## src/fwpid_pkg.sv

```systemverilog
// Shared types, constants and microcode table of the flywheel speed controller.
package fwpid_pkg;

  localparam int STEP_W = 4;

  localparam logic [2:0] REG_TARGET   = 3'd0;
  localparam logic [2:0] REG_PGAIN    = 3'd1;
  localparam logic [2:0] REG_IGAIN    = 3'd2;
  localparam logic [2:0] REG_DGAIN    = 3'd3;
  localparam logic [2:0] REG_FULLMARK = 3'd4;
  localparam logic [2:0] REG_HALFMARK = 3'd5;

  localparam logic [15:0] TARGET_RST   = 16'd0;
  localparam logic [7:0]  PGAIN_RST    = 8'd6;
  localparam logic [7:0]  IGAIN_RST    = 8'd0;
  localparam logic [7:0]  DGAIN_RST    = 8'd6;
  localparam logic [15:0] FULLMARK_RST = 16'd2800;
  localparam logic [15:0] HALFMARK_RST = 16'd2100;

  // Reciprocals: floor(n/3) = (n*RECIP3)>>33, floor(n/10) = (n*RECIP10)>>35 for 32-bit n
  localparam logic [31:0] RECIP3  = 32'hAAAA_AAAB;
  localparam logic [31:0] RECIP10 = 32'hCCCC_CCCD;
  localparam logic [10:0] SCALE   = 11'd1250;
  localparam logic [9:0]  FRAC1   = 10'd416;
  localparam logic [9:0]  FRAC2   = 10'd833;

  typedef struct packed {
    logic signed [31:0] encoder_count;
    logic               hold;
  } in_item_t;

  typedef struct packed {
    logic [30:0]        motor_drive;
    logic signed [31:0] measured_speed;
    logic               below_target;
    logic               full_led_off;
    logic               half_led_off;
  } out_item_t;

  typedef struct packed {
    logic [15:0] target_speed;
    logic [7:0]  prop_gain;
    logic [7:0]  integ_gain;
    logic [7:0]  deriv_gain;
  } gains_t;

  typedef struct packed {
    logic [30:0]        motor_drive;
    logic signed [31:0] measured_speed;
    logic               below_target;
  } dp_res_t;

  typedef enum logic [3:0] {
    OP_NOP,
    OP_DIFF,
    OP_MDIV3,
    OP_QUOT3,
    OP_MSCALE,
    OP_SPEED,
    OP_ERRMAG,
    OP_MDIV10,
    OP_ERR,
    OP_MPROP,
    OP_MINTEG,
    OP_MDERIV,
    OP_ACC,
    OP_OUT
  } mop_t;

  typedef struct packed {
    mop_t              op;
    logic              hold_jump;
    logic [STEP_W-1:0] dest;
    logic              last;
  } uword_t;

  typedef enum logic {
    SEQ_IDLE,
    SEQ_RUN
  } seq_state_t;

  localparam logic [STEP_W-1:0] STEP_SKIP = 4'd13;

  function automatic uword_t ucode(input logic [STEP_W-1:0] s);
    uword_t w;
    w = '{op: OP_NOP, hold_jump: 1'b0, dest: '0, last: 1'b1};
    unique case (s)
      4'd0:  w = '{op: OP_DIFF,   hold_jump: 1'b1, dest: STEP_SKIP, last: 1'b0};
      4'd1:  w = '{op: OP_MDIV3,  hold_jump: 1'b0, dest: '0, last: 1'b0};
      4'd2:  w = '{op: OP_QUOT3,  hold_jump: 1'b0, dest: '0, last: 1'b0};
      4'd3:  w = '{op: OP_MSCALE, hold_jump: 1'b0, dest: '0, last: 1'b0};
      4'd4:  w = '{op: OP_SPEED,  hold_jump: 1'b0, dest: '0, last: 1'b0};
      4'd5:  w = '{op: OP_ERRMAG, hold_jump: 1'b0, dest: '0, last: 1'b0};
      4'd6:  w = '{op: OP_MDIV10, hold_jump: 1'b0, dest: '0, last: 1'b0};
      4'd7:  w = '{op: OP_ERR,    hold_jump: 1'b0, dest: '0, last: 1'b0};
      4'd8:  w = '{op: OP_MPROP,  hold_jump: 1'b0, dest: '0, last: 1'b0};
      4'd9:  w = '{op: OP_MINTEG, hold_jump: 1'b0, dest: '0, last: 1'b0};
      4'd10: w = '{op: OP_MDERIV, hold_jump: 1'b0, dest: '0, last: 1'b0};
      4'd11: w = '{op: OP_ACC,    hold_jump: 1'b0, dest: '0, last: 1'b0};
      4'd12: w = '{op: OP_OUT,    hold_jump: 1'b0, dest: '0, last: 1'b1};
      default: w = '{op: OP_NOP,  hold_jump: 1'b0, dest: '0, last: 1'b1};
    endcase
    return w;
  endfunction

endpackage

```

## src/fwpid_dp.sv

```systemverilog
// Datapath of the flywheel speed controller: shared multiplier, working and state registers.
module fwpid_dp (
  input  logic               clk,
  input  logic               rst,
  input  logic               load,
  input  fwpid_pkg::in_item_t in_item,
  input  logic               en,
  input  fwpid_pkg::mop_t    op,
  input  fwpid_pkg::gains_t  gains,
  output logic               hold,
  output fwpid_pkg::dp_res_t res
);
  import fwpid_pkg::*;

  logic [31:0]        cnt;
  logic               hold_r;
  logic [31:0]        prev_count;
  logic signed [31:0] prev_err;
  logic signed [31:0] err_sum;
  logic [31:0]        amag;
  logic               dneg;
  logic [30:0]        qa;
  logic [1:0]         ra;
  logic signed [31:0] speed;
  logic [31:0]        m;
  logic               eneg;
  logic               below;
  logic signed [31:0] err;
  logic signed [43:0] acc;
  logic signed [67:0] prod;

  logic signed [33:0] mul_a;
  logic signed [33:0] mul_b;
  logic [31:0]        diff;
  logic [30:0]        q3;
  logic [9:0]         frac;
  logic [40:0]        smag;
  logic signed [32:0] tdiff;
  logic [28:0]        q10;
  logic signed [32:0] sum_wide;
  logic signed [32:0] derr;

  assign diff     = cnt - prev_count;
  assign q3       = prod[63:33];
  assign q10      = prod[63:35];
  assign tdiff    = $signed({17'd0, gains.target_speed}) - $signed({speed[31], speed});
  assign sum_wide = $signed({err_sum[31], err_sum}) + $signed({err[31], err});
  assign derr     = $signed({err[31], err}) - $signed({prev_err[31], prev_err});

  always_comb begin
    unique case (ra)
      2'd1:    frac = FRAC1;
      2'd2:    frac = FRAC2;
      default: frac = '0;
    endcase
  end
  assign smag = prod[40:0] + {31'd0, frac};

  always_comb begin
    mul_a = '0;
    mul_b = '0;
    unique case (op)
      OP_MDIV3: begin
        mul_a = $signed({2'b00, amag});
        mul_b = $signed({2'b00, RECIP3});
      end
      OP_MSCALE: begin
        mul_a = $signed({3'b000, qa});
        mul_b = $signed({23'd0, SCALE});
      end
      OP_MDIV10: begin
        mul_a = $signed({2'b00, m});
        mul_b = $signed({2'b00, RECIP10});
      end
      OP_MPROP: begin
        mul_a = $signed({{2{err[31]}}, err});
        mul_b = $signed({26'd0, gains.prop_gain});
      end
      OP_MINTEG: begin
        mul_a = $signed({{2{err_sum[31]}}, err_sum});
        mul_b = $signed({26'd0, gains.integ_gain});
      end
      OP_MDERIV: begin
        mul_a = $signed({derr[32], derr});
        mul_b = $signed({26'd0, gains.deriv_gain});
      end
      default: begin
        mul_a = '0;
        mul_b = '0;
      end
    endcase
  end

  always_ff @(posedge clk) begin
    prod <= mul_a * mul_b;
    if (load) begin
      cnt    <= in_item.encoder_count;
      hold_r <= in_item.hold;
    end
    if (en) begin
      unique case (op)
        OP_DIFF: begin
          dneg <= diff[31];
          amag <= diff[31] ? (32'd0 - diff) : diff;
        end
        OP_QUOT3: begin
          qa <= q3;
          ra <= amag[1:0] - (q3[1:0] + {q3[0], 1'b0});
        end
        OP_SPEED: begin
          if (!dneg) begin
            speed <= (smag > 41'd2147483647) ? 32'sh7FFF_FFFF : $signed(smag[31:0]);
          end else begin
            speed <= (smag > 41'd2147483648) ? 32'sh8000_0000
                                             : $signed(32'd0 - smag[31:0]);
          end
        end
        OP_ERRMAG: begin
          eneg  <= tdiff[32];
          m     <= tdiff[32] ? (32'd0 - tdiff[31:0]) : tdiff[31:0];
          below <= !tdiff[32] && (tdiff != '0);
        end
        OP_ERR: begin
          err <= eneg ? $signed(32'd0 - {3'd0, q10}) : $signed({3'd0, q10});
        end
        OP_MINTEG: acc <= $signed(prod[43:0]);
        OP_MDERIV: acc <= acc + $signed(prod[43:0]);
        OP_ACC:    acc <= acc + $signed(prod[43:0]);
        default: begin
        end
      endcase
    end
    if (rst) begin
      prev_count <= '0;
      prev_err   <= '0;
      err_sum    <= '0;
    end else if (en) begin
      if (op == OP_MPROP) begin
        if (sum_wide[32] != sum_wide[31]) begin
          err_sum <= sum_wide[32] ? 32'sh8000_0000 : 32'sh7FFF_FFFF;
        end else begin
          err_sum <= sum_wide[31:0];
        end
      end
      if (op == OP_OUT) begin
        prev_count <= cnt;
        prev_err   <= err;
      end
    end
  end

  assign hold = hold_r;

  always_comb begin
    if (acc[43]) begin
      res.motor_drive = '0;
    end else if (|acc[42:31]) begin
      res.motor_drive = '1;
    end else begin
      res.motor_drive = acc[30:0];
    end
    res.measured_speed = speed;
    res.below_target   = below;
  end

endmodule

```

## src/flywheel_rpm_pid.sv

```systemverilog
// Flywheel speed controller: microcode sequencer, register port and result register.
//
// Input channel (in_valid/in_stall/in_data) takes one transaction per control
// tick: an encoder count and a hold flag. A held tick changes nothing and
// produces no output transaction; any other tick produces exactly one result
// on the output channel (out_valid/out_stall/out_data).
// Each tick runs a 13-step microprogram over one shared 34x34 multiplier.
// The result is registered by the final OP_OUT step; no new tick is taken
// until the sequencer has returned to idle.
// A held tick runs only the first step and then the skip step before the
// sequencer returns to idle and can take the next tick.
// The result register lets the next tick start while a result waits; if the
// receiver still stalls when the next result is due, the last step waits.
// The APB port holds target, the three gains and the two LED marks at byte
// addresses 0,4,...,20; write them only while the block is idle.
// Synchronous reset loads the register defaults (gains 6/0/6, marks
// 2800/2100), clears the previous count, previous error and error sum, and
// empties the result register.
module flywheel_rpm_pid (
  input  logic                 clk,
  input  logic                 rst,
  input  logic                 in_valid,
  output logic                 in_stall,
  input  fwpid_pkg::in_item_t  in_data,
  output logic                 out_valid,
  input  logic                 out_stall,
  output fwpid_pkg::out_item_t out_data,
  input  logic                 psel,
  input  logic                 penable,
  input  logic                 pwrite,
  input  logic [4:0]           paddr,
  input  logic [31:0]          pwdata,
  output logic [31:0]          prdata,
  output logic                 pready
);
  import fwpid_pkg::*;

  logic [15:0] target_speed;
  logic [7:0]  prop_gain;
  logic [7:0]  integ_gain;
  logic [7:0]  deriv_gain;
  logic [15:0] full_speed_mark;
  logic [15:0] half_speed_mark;

  seq_state_t        state, state_next;
  logic [STEP_W-1:0] step, step_next;
  uword_t            uw;
  logic              accept;
  logic              advance;
  logic              emit;
  logic              hold;
  logic              out_valid_next;
  gains_t            gains;
  dp_res_t           res;
  logic              cfg_wr;
  logic [2:0]        cfg_idx;

  assign pready  = 1'b1;
  assign cfg_wr  = psel && penable && pwrite;
  assign cfg_idx = paddr[4:2];

  always_ff @(posedge clk) begin
    if (rst) begin
      target_speed    <= TARGET_RST;
      prop_gain       <= PGAIN_RST;
      integ_gain      <= IGAIN_RST;
      deriv_gain      <= DGAIN_RST;
      full_speed_mark <= FULLMARK_RST;
      half_speed_mark <= HALFMARK_RST;
    end else if (cfg_wr) begin
      unique case (cfg_idx)
        REG_TARGET:   target_speed    <= pwdata[15:0];
        REG_PGAIN:    prop_gain       <= pwdata[7:0];
        REG_IGAIN:    integ_gain      <= pwdata[7:0];
        REG_DGAIN:    deriv_gain      <= pwdata[7:0];
        REG_FULLMARK: full_speed_mark <= pwdata[15:0];
        REG_HALFMARK: half_speed_mark <= pwdata[15:0];
        default: begin
        end
      endcase
    end
  end

  always_comb begin
    unique case (cfg_idx)
      REG_TARGET:   prdata = {16'd0, target_speed};
      REG_PGAIN:    prdata = {24'd0, prop_gain};
      REG_IGAIN:    prdata = {24'd0, integ_gain};
      REG_DGAIN:    prdata = {24'd0, deriv_gain};
      REG_FULLMARK: prdata = {16'd0, full_speed_mark};
      REG_HALFMARK: prdata = {16'd0, half_speed_mark};
      default:      prdata = '0;
    endcase
  end

  assign gains = '{target_speed: target_speed, prop_gain: prop_gain,
                   integ_gain: integ_gain, deriv_gain: deriv_gain};

  assign in_stall = (state != SEQ_IDLE);
  assign accept   = in_valid && !in_stall;
  assign uw       = ucode(step);

  always_comb begin
    state_next = state;
    step_next  = step;
    advance    = 1'b0;
    emit       = 1'b0;
    unique case (state)
      SEQ_IDLE: begin
        if (accept) begin
          state_next = SEQ_RUN;
          step_next  = '0;
        end
      end
      SEQ_RUN: begin
        advance = !((uw.op == OP_OUT) && out_valid && out_stall);
        emit    = advance && (uw.op == OP_OUT);
        if (advance) begin
          if (uw.hold_jump && hold) begin
            step_next = uw.dest;
          end else if (uw.last) begin
            state_next = SEQ_IDLE;
          end else begin
            step_next = step + 1'b1;
          end
        end
      end
      default: state_next = SEQ_IDLE;
    endcase
  end

  always_ff @(posedge clk) begin
    if (rst) begin
      state <= SEQ_IDLE;
      step  <= '0;
    end else begin
      state <= state_next;
      step  <= step_next;
    end
  end

  fwpid_dp u_dp (
    .clk     (clk),
    .rst     (rst),
    .load    (accept),
    .in_item (in_data),
    .en      (advance),
    .op      (uw.op),
    .gains   (gains),
    .hold    (hold),
    .res     (res)
  );

  always_comb begin
    out_valid_next = out_valid && out_stall;
    if (emit) begin
      out_valid_next = 1'b1;
    end
  end

  always_ff @(posedge clk) begin
    if (rst) begin
      out_valid <= 1'b0;
    end else begin
      out_valid <= out_valid_next;
    end
    if (emit) begin
      out_data.motor_drive    <= res.motor_drive;
      out_data.measured_speed <= res.measured_speed;
      out_data.below_target   <= res.below_target;
      out_data.full_led_off   <= (target_speed != full_speed_mark);
      out_data.half_led_off   <= (target_speed == full_speed_mark) ||
                                 (target_speed != half_speed_mark);
    end
  end

endmodule

```

## config.mk

```make
export PLATFORM = sky130hd
export DESIGN_NAME = flywheel_rpm_pid
export DESIGN_NICKNAME = d
export VERILOG_FILES = /design/src/fwpid_pkg.sv /design/src/fwpid_dp.sv /design/src/flywheel_rpm_pid.sv
export SDC_FILE = /design/constraint.sdc
export NUM_CORES = 2
export LEC_CHECK = 0
export BUFFER_PORTS_ARGS = -buffer_cell sky130_fd_sc_hd__buf_2
export CORE_ASPECT_RATIO = 1.1
export CORE_MARGIN = 2
export CORE_UTILIZATION = 35
export CTS_CLUSTER_SIZE = 24
export DETAILED_ROUTE_END_ITERATION = 16
export PLACE_DENSITY = 0.47
export SYNTH_ARGS = -nofsm -noshare
export SYNTH_HDL_FRONTEND = slang
export SYNTH_SLANG_ARGS = --single-unit
```

## constraint.sdc

```tcl
create_clock -name clk -period 11.55 [get_ports clk]
set_input_delay 2.8875 -clock clk [delete_from_list [all_inputs] [get_ports clk]]
set_output_delay 2.8875 -clock clk [all_outputs]
set_load 0.01 [all_outputs]
```

Yosys cells after proc, flatten, opt, wreduce, memory -nomap -nowiden. Memory sizes are Yosys's and may differ from the RTL's. A register that Yosys moved wholly into a read port is not among the register bits. Cells that the tools add are included.

Register bits after elaboration: 541. ROM bits: 144. Bits of input ports: 77. Output and inout bits: 101. Logic and storage cells: 139. Memories kept: 1.

$add $sub $neg: 13. Multiply operators: 1. Magnitude comparators: 2. Eq/ne operators: 27. Mux-type cells: 29. Bitwise logic cells: 1. Reductions and logical operators: 33.

Memories: (no name shown) (words 16, width 9, rd ports 1, clocked after Yosys merged registers in 1, write ports 0, RTL line fwpid_pkg.sv:87) `unique case (s)`.

Operators by type and width (count): $pmux 34 s6 (1); $mux 32 (6); $pmux 32 s6 (1); $pmux 16 s6 (1); $sub 1x32->32 const A (3); $pmux 44 s2 (1); $mul 34x33->64 (1); $mux 31 (2); $add 44x44->44 (1); $add 41x10->41 (1); $gt 41x31->1 const B (1); $gt 41x32->1 const B (1); $add 32x30->33 (1); $reduce_bool 33->1 (1); $sub 17x32->33 (1); $ne 16x16->1 (2); $sub 32x32->32 (1); $sub 30x30->31 (1); $sub 1x29->30 const A (1); $mux 29 (1); $reduce_and 2->1 (14); $eq 4x4->1 const B (6); $mux 4 (6); $pmux 10 s2 (1); 27 further kinds (50).

Depth between registers and ports, before layout.
Depth in word-level cells: 7. Depth in mapped cells: 43. Depth with buffers taken out: 42.

Hierarchy. Synthesis repeated with hierarchy kept, for this count alone.

Cell total of the unflattened synthesis: 6511. Area total of the unflattened synthesis: 61958.2 um2.

By module, submodules not included: fwpid_dp (times used 1, cells each 5935, area each 55620.8 um2, sequential area each 10339.9 um2); flywheel_rpm_pid (times used 1, cells each 576, area each 6337.3 um2, sequential area each 3663.5 um2).

Worst setup path after synthesis. Ideal clock, no wire load.

Kind: reg-to-reg. From: reg u_dp.err[0]. To: reg u_dp.prod[61]. Library setup time: 0.072 ns. Data arrival time: 10.512 ns. Data required time: 11.478 ns. Setup slack: 0.966 ns. Cell stages (with the launch flop): 38. Path buffers: 0. Period minus slack after synthesis: 10.584 ns. Cell sequence: edfxtp_1 inv_1 ha_1 fa_1 nor2b_1 o21ai_1 a21oi_1 o21ai_1 a31oi_1 a2bb2oi_1 xnor2_1 nor2_1 a2111oi_0 nor2_1 fa_1 fa_1 fa_1 inv_1 [2 not listed] fa_1 inv_1 fa_1 fa_1 inv_1 fa_1 ha_1 a21o_1 a21oi_1 a21oi_1 a2111oi_0 o31ai_1 a41o_1 and4_1 a2111oi_0 nor3b_1 a221oi_1 xnor2_1.

Longest elaborated chain between the ends: 3.

RTL lines: start: declaration (RTL line fwpid_dp.sv:28) `logic signed [31:0] err;`; start signal: assignment (RTL line fwpid_dp.sv:124) `err <= eneg ? $signed(32'd0 - {3'd0, q10}) : $signed({3'd0, q10});`; $sub 30x30->31 (RTL line fwpid_dp.sv:48) `assign derr = $signed({err[31], err}) - $signed({prev_err[31], prev_err});`; $pmux 34 s6 (*) (RTL line fwpid_dp.sv:62) `unique case (op)`; $mul 34x33->64 (*) (RTL line fwpid_dp.sv:95) `prod <= mul_a * mul_b;`; end signal: assignment (RTL line fwpid_dp.sv:95); end: declaration (RTL line fwpid_dp.sv:30) `logic signed [67:0] prod;`.

Every way passes the cells marked *; elsewhere a longest branch is shown, timed or not. A chain may end at the register's enable or synchronous reset.

Worst setup path in the final report.
From: reg u_dp.err[1]. To: reg u_dp.prod[61].

The elaborated chain is that of the path after synthesis.

==> flow_summary.toml <==
[run_status]
outcome = "complete, no violations"

[detailed_routing]
route.detailed.wl_per_inst_um = 23.46
first_pass_iters = 7
viasPerCell = 5.174
drtIter0Drc = 3267
drc_errors = 0
antenna_left = 0
vias = 46990
wirelength_um = 213100

[power]
power_density_nw_per_um2 = 158.6
p_seq_share_pct = 23.2
power.total_mw = 10.93
internal-power_mw = 6.278
ir_worst_vdd_uv = 353.1
p_sw_share_pct = 42.57
leakagePower_nw = 31.69
clkPwrFrac_pct = 21.0
p_sw_mw = 4.653
p_comb_share_pct = 55.8

[yosys]
synth_area_leader_cell = "fa_1"
syn-cell-area_um2 = 61710
synthTopCellsByArea = "fa_1 28%, edfxtp_1 15%, ha_1 9.5%"
ys_seq_area_share_pct = 22.69
synth_area_per_cell_um2 = 9.527
synth_seq_cells = 547
synth_top_area_share_pct = 28.35
yosysWarnings = 0
synth_edf_count = 305
async_flop_share_pct = 0
synthFlopType = "edfxtp_1"
synth.distinct_cells = 97
netlist_instances = 6477

[placement]
dpl.hpwl_um = 179400
gp_congestion = 0.9668
io_buffers = 142
place_inst = 8946

[sta]
hold_viol = 0
max_slew_margin_pct = 18.60
finalCritPeriodShare_pct = 95.81
finalSetupViolCount = 0
rsz0062_at_grt = "false"
skew_ns = 0.03419
final_max_slew_viol_count = 0
period_needed_ns = 11.07
fmax_mhz = 90.37
worst-slew-pin-transition_ns = 1.221

[critical_path]
cp_slowest_cell = "fa_1"
reg2reg_depth = 45
cpMostUsedCell = "fa_1"
crit_path_start_kind = "register"
cp_data_arrival_time_ns = 11.67
cp_data_required_time_ns = 12.15
setup.worst_path.class = "reg2reg"
r2r_start = "u_dp.err[1]"
end_kind = "register"
cp_max_fo = 4
r2r_slack_ns = 0.48
cpPeakStageDelay_ns = 0.62
timing.rr.end = "u_dp.prod[61]"

[clock_network]
path_clk_slew_ns = 0.06
htreeDepth = 3
cts_hold_buf = 0
cts.sinks = 547
clk_latency_ns = 0.69
cts_tree = "built"
clk_path_buf_depth = 3
cts-root-buf = "clkbuf_16"
cts_buffers = 70

[cells_and_area]
area_growth_syn_to_layout_pct = 11.70
drive_above_1_share_pct = 9.080
stdcell_count = 9081
layout.nets = 8157
num-fill-cells = 17540

[global_routing]
antenna_found_initial = 11
grt_pass1_wl_um = 318500
grt_pass1_vias = 48450
grt_start_max_net_pins = 87
grt_overflow = 0
grt_usage_pct = 23.90

[floorplanning]
die_width_um = 404.3
die_h_um = 444.4
die_area_um2 = 179700
start_util_pct = 35.25
core_um2 = 175100
io_pins = 178
row_count = 161

[worst_hold_path]
holdPathStages = 2
worstHoldStart = "u_dp.prev_count[10]"
hold_path.class = "reg2reg"
min_to = "u_dp.prev_count[10]"

[run]
drv_cap = 0
Yosys cell counts, types with 12 or more instances:
cell type / n
nand2b_1: 41
o21bai_1: 27
nor2b_1: 44
xor2_1: 131
edfxtp_1: 305
fa_1: 874
dfxtp_1: 242
a21o_1: 111
clkbuf_1: 193
buf_4: 17
and3_1: 45
ha_1: 468
nor2_1: 474
mux2i_1: 37
xnor2_1: 257
a211oi_1: 72
a22oi_1: 25
o21ai_1: 17
o31ai_1: 35
nor3_1: 67
o211ai_1: 22
and2_1: 67
and4_1: 14
o21a_1: 35
o21ai_0: 211
inv_1: 1054
or3_1: 40
o22ai_1: 12
nor4_1: 30
mux2_2: 23
a221oi_1: 13
a222oi_1: 13
nand3_1: 97
nand3b_1: 16
a21oi_1: 388
nand4_1: 51
nor3b_1: 15
or2_2: 42
a211o_1: 13
a31oi_1: 41
nand2_1: 606
critical path: cells and delay by family, from the launching register on:
kind / cells / cell delay, ns
XOR/XNOR: 2 / 0.31
buffers and inverters: 12 / 1.24
AND/OR/NAND/NOR: 5 / 0.82
AO/OA/AOI/OAI: 16 / 3.43
flip-flops: 1 / 0.40
adder cells (fa/ha/maj): 10 / 4.79
repair_timing:
action,in CTS,in global routing
setup endpoints to repair,9,11
setup buffers,0,2
gates resized for setup,6,13
pin swaps,0,1
worst max path at each step:
stage           startpoint  slack (ns)  cells past startpoint            end
2_1_floorplan  u_dp.err[0]        0.97                     37  u_dp.prod[61]
3_3_place_gp   u_dp.err[1]       -0.45                     42  u_dp.prod[61]
3_5_place_dp   u_dp.err[1]       -0.48                     40  u_dp.prod[61]
4_1_cts        u_dp.err[1]        0.01                     47  u_dp.prod[61]
5_1_grt        u_dp.err[1]       0.003                     48  u_dp.prod[60]
6_report       u_dp.err[1]        0.48                     45  u_dp.prod[61]
sequential cells by signal, summed over array words and instances (netlist names), 4 cells and up:
signal           cells
u_dp.speed          32
u_dp.err            30
u_dp.prod           64
prop_gain            8
u_dp.prev_count     32
target_speed        16
u_dp.qa             31
u_dp.amag           32
u_dp.cnt            32
full_speed_mark     16
u_dp.prev_err       30
integ_gain           8
out_data            66
step                 4
u_dp.acc            44
u_dp.err_sum        32
half_speed_mark     16
u_dp.m              32
uw                   6
deriv_gain           8
layer usage:
| metal | GRT usage (%) | vias up | wire (um) |
|---|---|---|---|
| met5 | 0 | - | 0 |
| met4 | 6.326 | 0 | 6034 |
| met3 | 2.873 | 243 | 9970 |
| met2 | 39.40 | 1116 | 100100 |
| met1 | 33.13 | 23760 | 96940 |
| li1 | - | 21870 | - |
layout make-up:
cell class	instances	area [um2]	area share, %
inverter	1056	3969	5.758
antenna	4	10.01	0.01452
timing repair buffer	374	2546	3.694
multi-input combinational	4689	43180	62.64
clock buffer	93	1889	2.741
sequential	547	14000	20.32
tap	2282	2855	4.142
clock inverter	36	480.5	0.6970
placed cells by master (no fill, tap or decap), drive strengths merged, types with 45 or more instances in the layout:
cell	Yosys	routed
inv	1056	1064
fa	874	874
nand2	606	606
nor2	477	477
ha	468	468
a21oi	390	390
buf	34	374
edfxtp	305	305
xnor2	257	257
dfxtp	242	242
o21ai	229	229
xor2	131	131
a21o	111	111
nand3	97	97
clkbuf	193	93
a211oi	72	72
nor3	68	68
and2	67	67
nand4	51	51
and3	45	45
logic make-up (layout without fill, tap and decap cells):
logic type	Yosys count	in the layout	share of synthesized area [%]
AO/OA/AOI/OAI	1170	1170	12.30
other	2	48	0.01217
buffers and inverters	1283	1559	7.936
multiplexers	61	61	1.056
flip-flops	547	547	22.69
adder cells (fa/ha/maj)	1346	1346	37.91
XOR/XNOR	388	388	5.507
AND/OR/NAND/NOR	1680	1680	12.59
stage by stage:
step           hold WS [ns]  utilization, %  setup slack [ns]  TNS [ns]  cell area, um2
6_report             0.4516           39.38            0.4838         0           68930
5_1_grt              0.4704           39.37          0.003139         0           68920
4_1_cts              0.4538           39.34           0.01153         0           68860
3_5_place_dp         0.4463           37.97           -0.4834    -1.539           66470
3_3_place_gp         0.4412           37.97           -0.4506    -1.334           66470
2_1_floorplan        0.4003               -            0.9656         0           61860
power groups by stage:
stage	Clock (mW)	Combinational [mW]	Sequential, mW
floorplan	0	4.23	2.42
global placement	0	6.00	2.58
detailed placement	0	6.02	2.58
CTS	2.36	6.06	2.54
global route	2.43	6.85	2.55
finish	2.30	6.10	2.54
No activity file was read; power rests on OpenSTA's default activity.
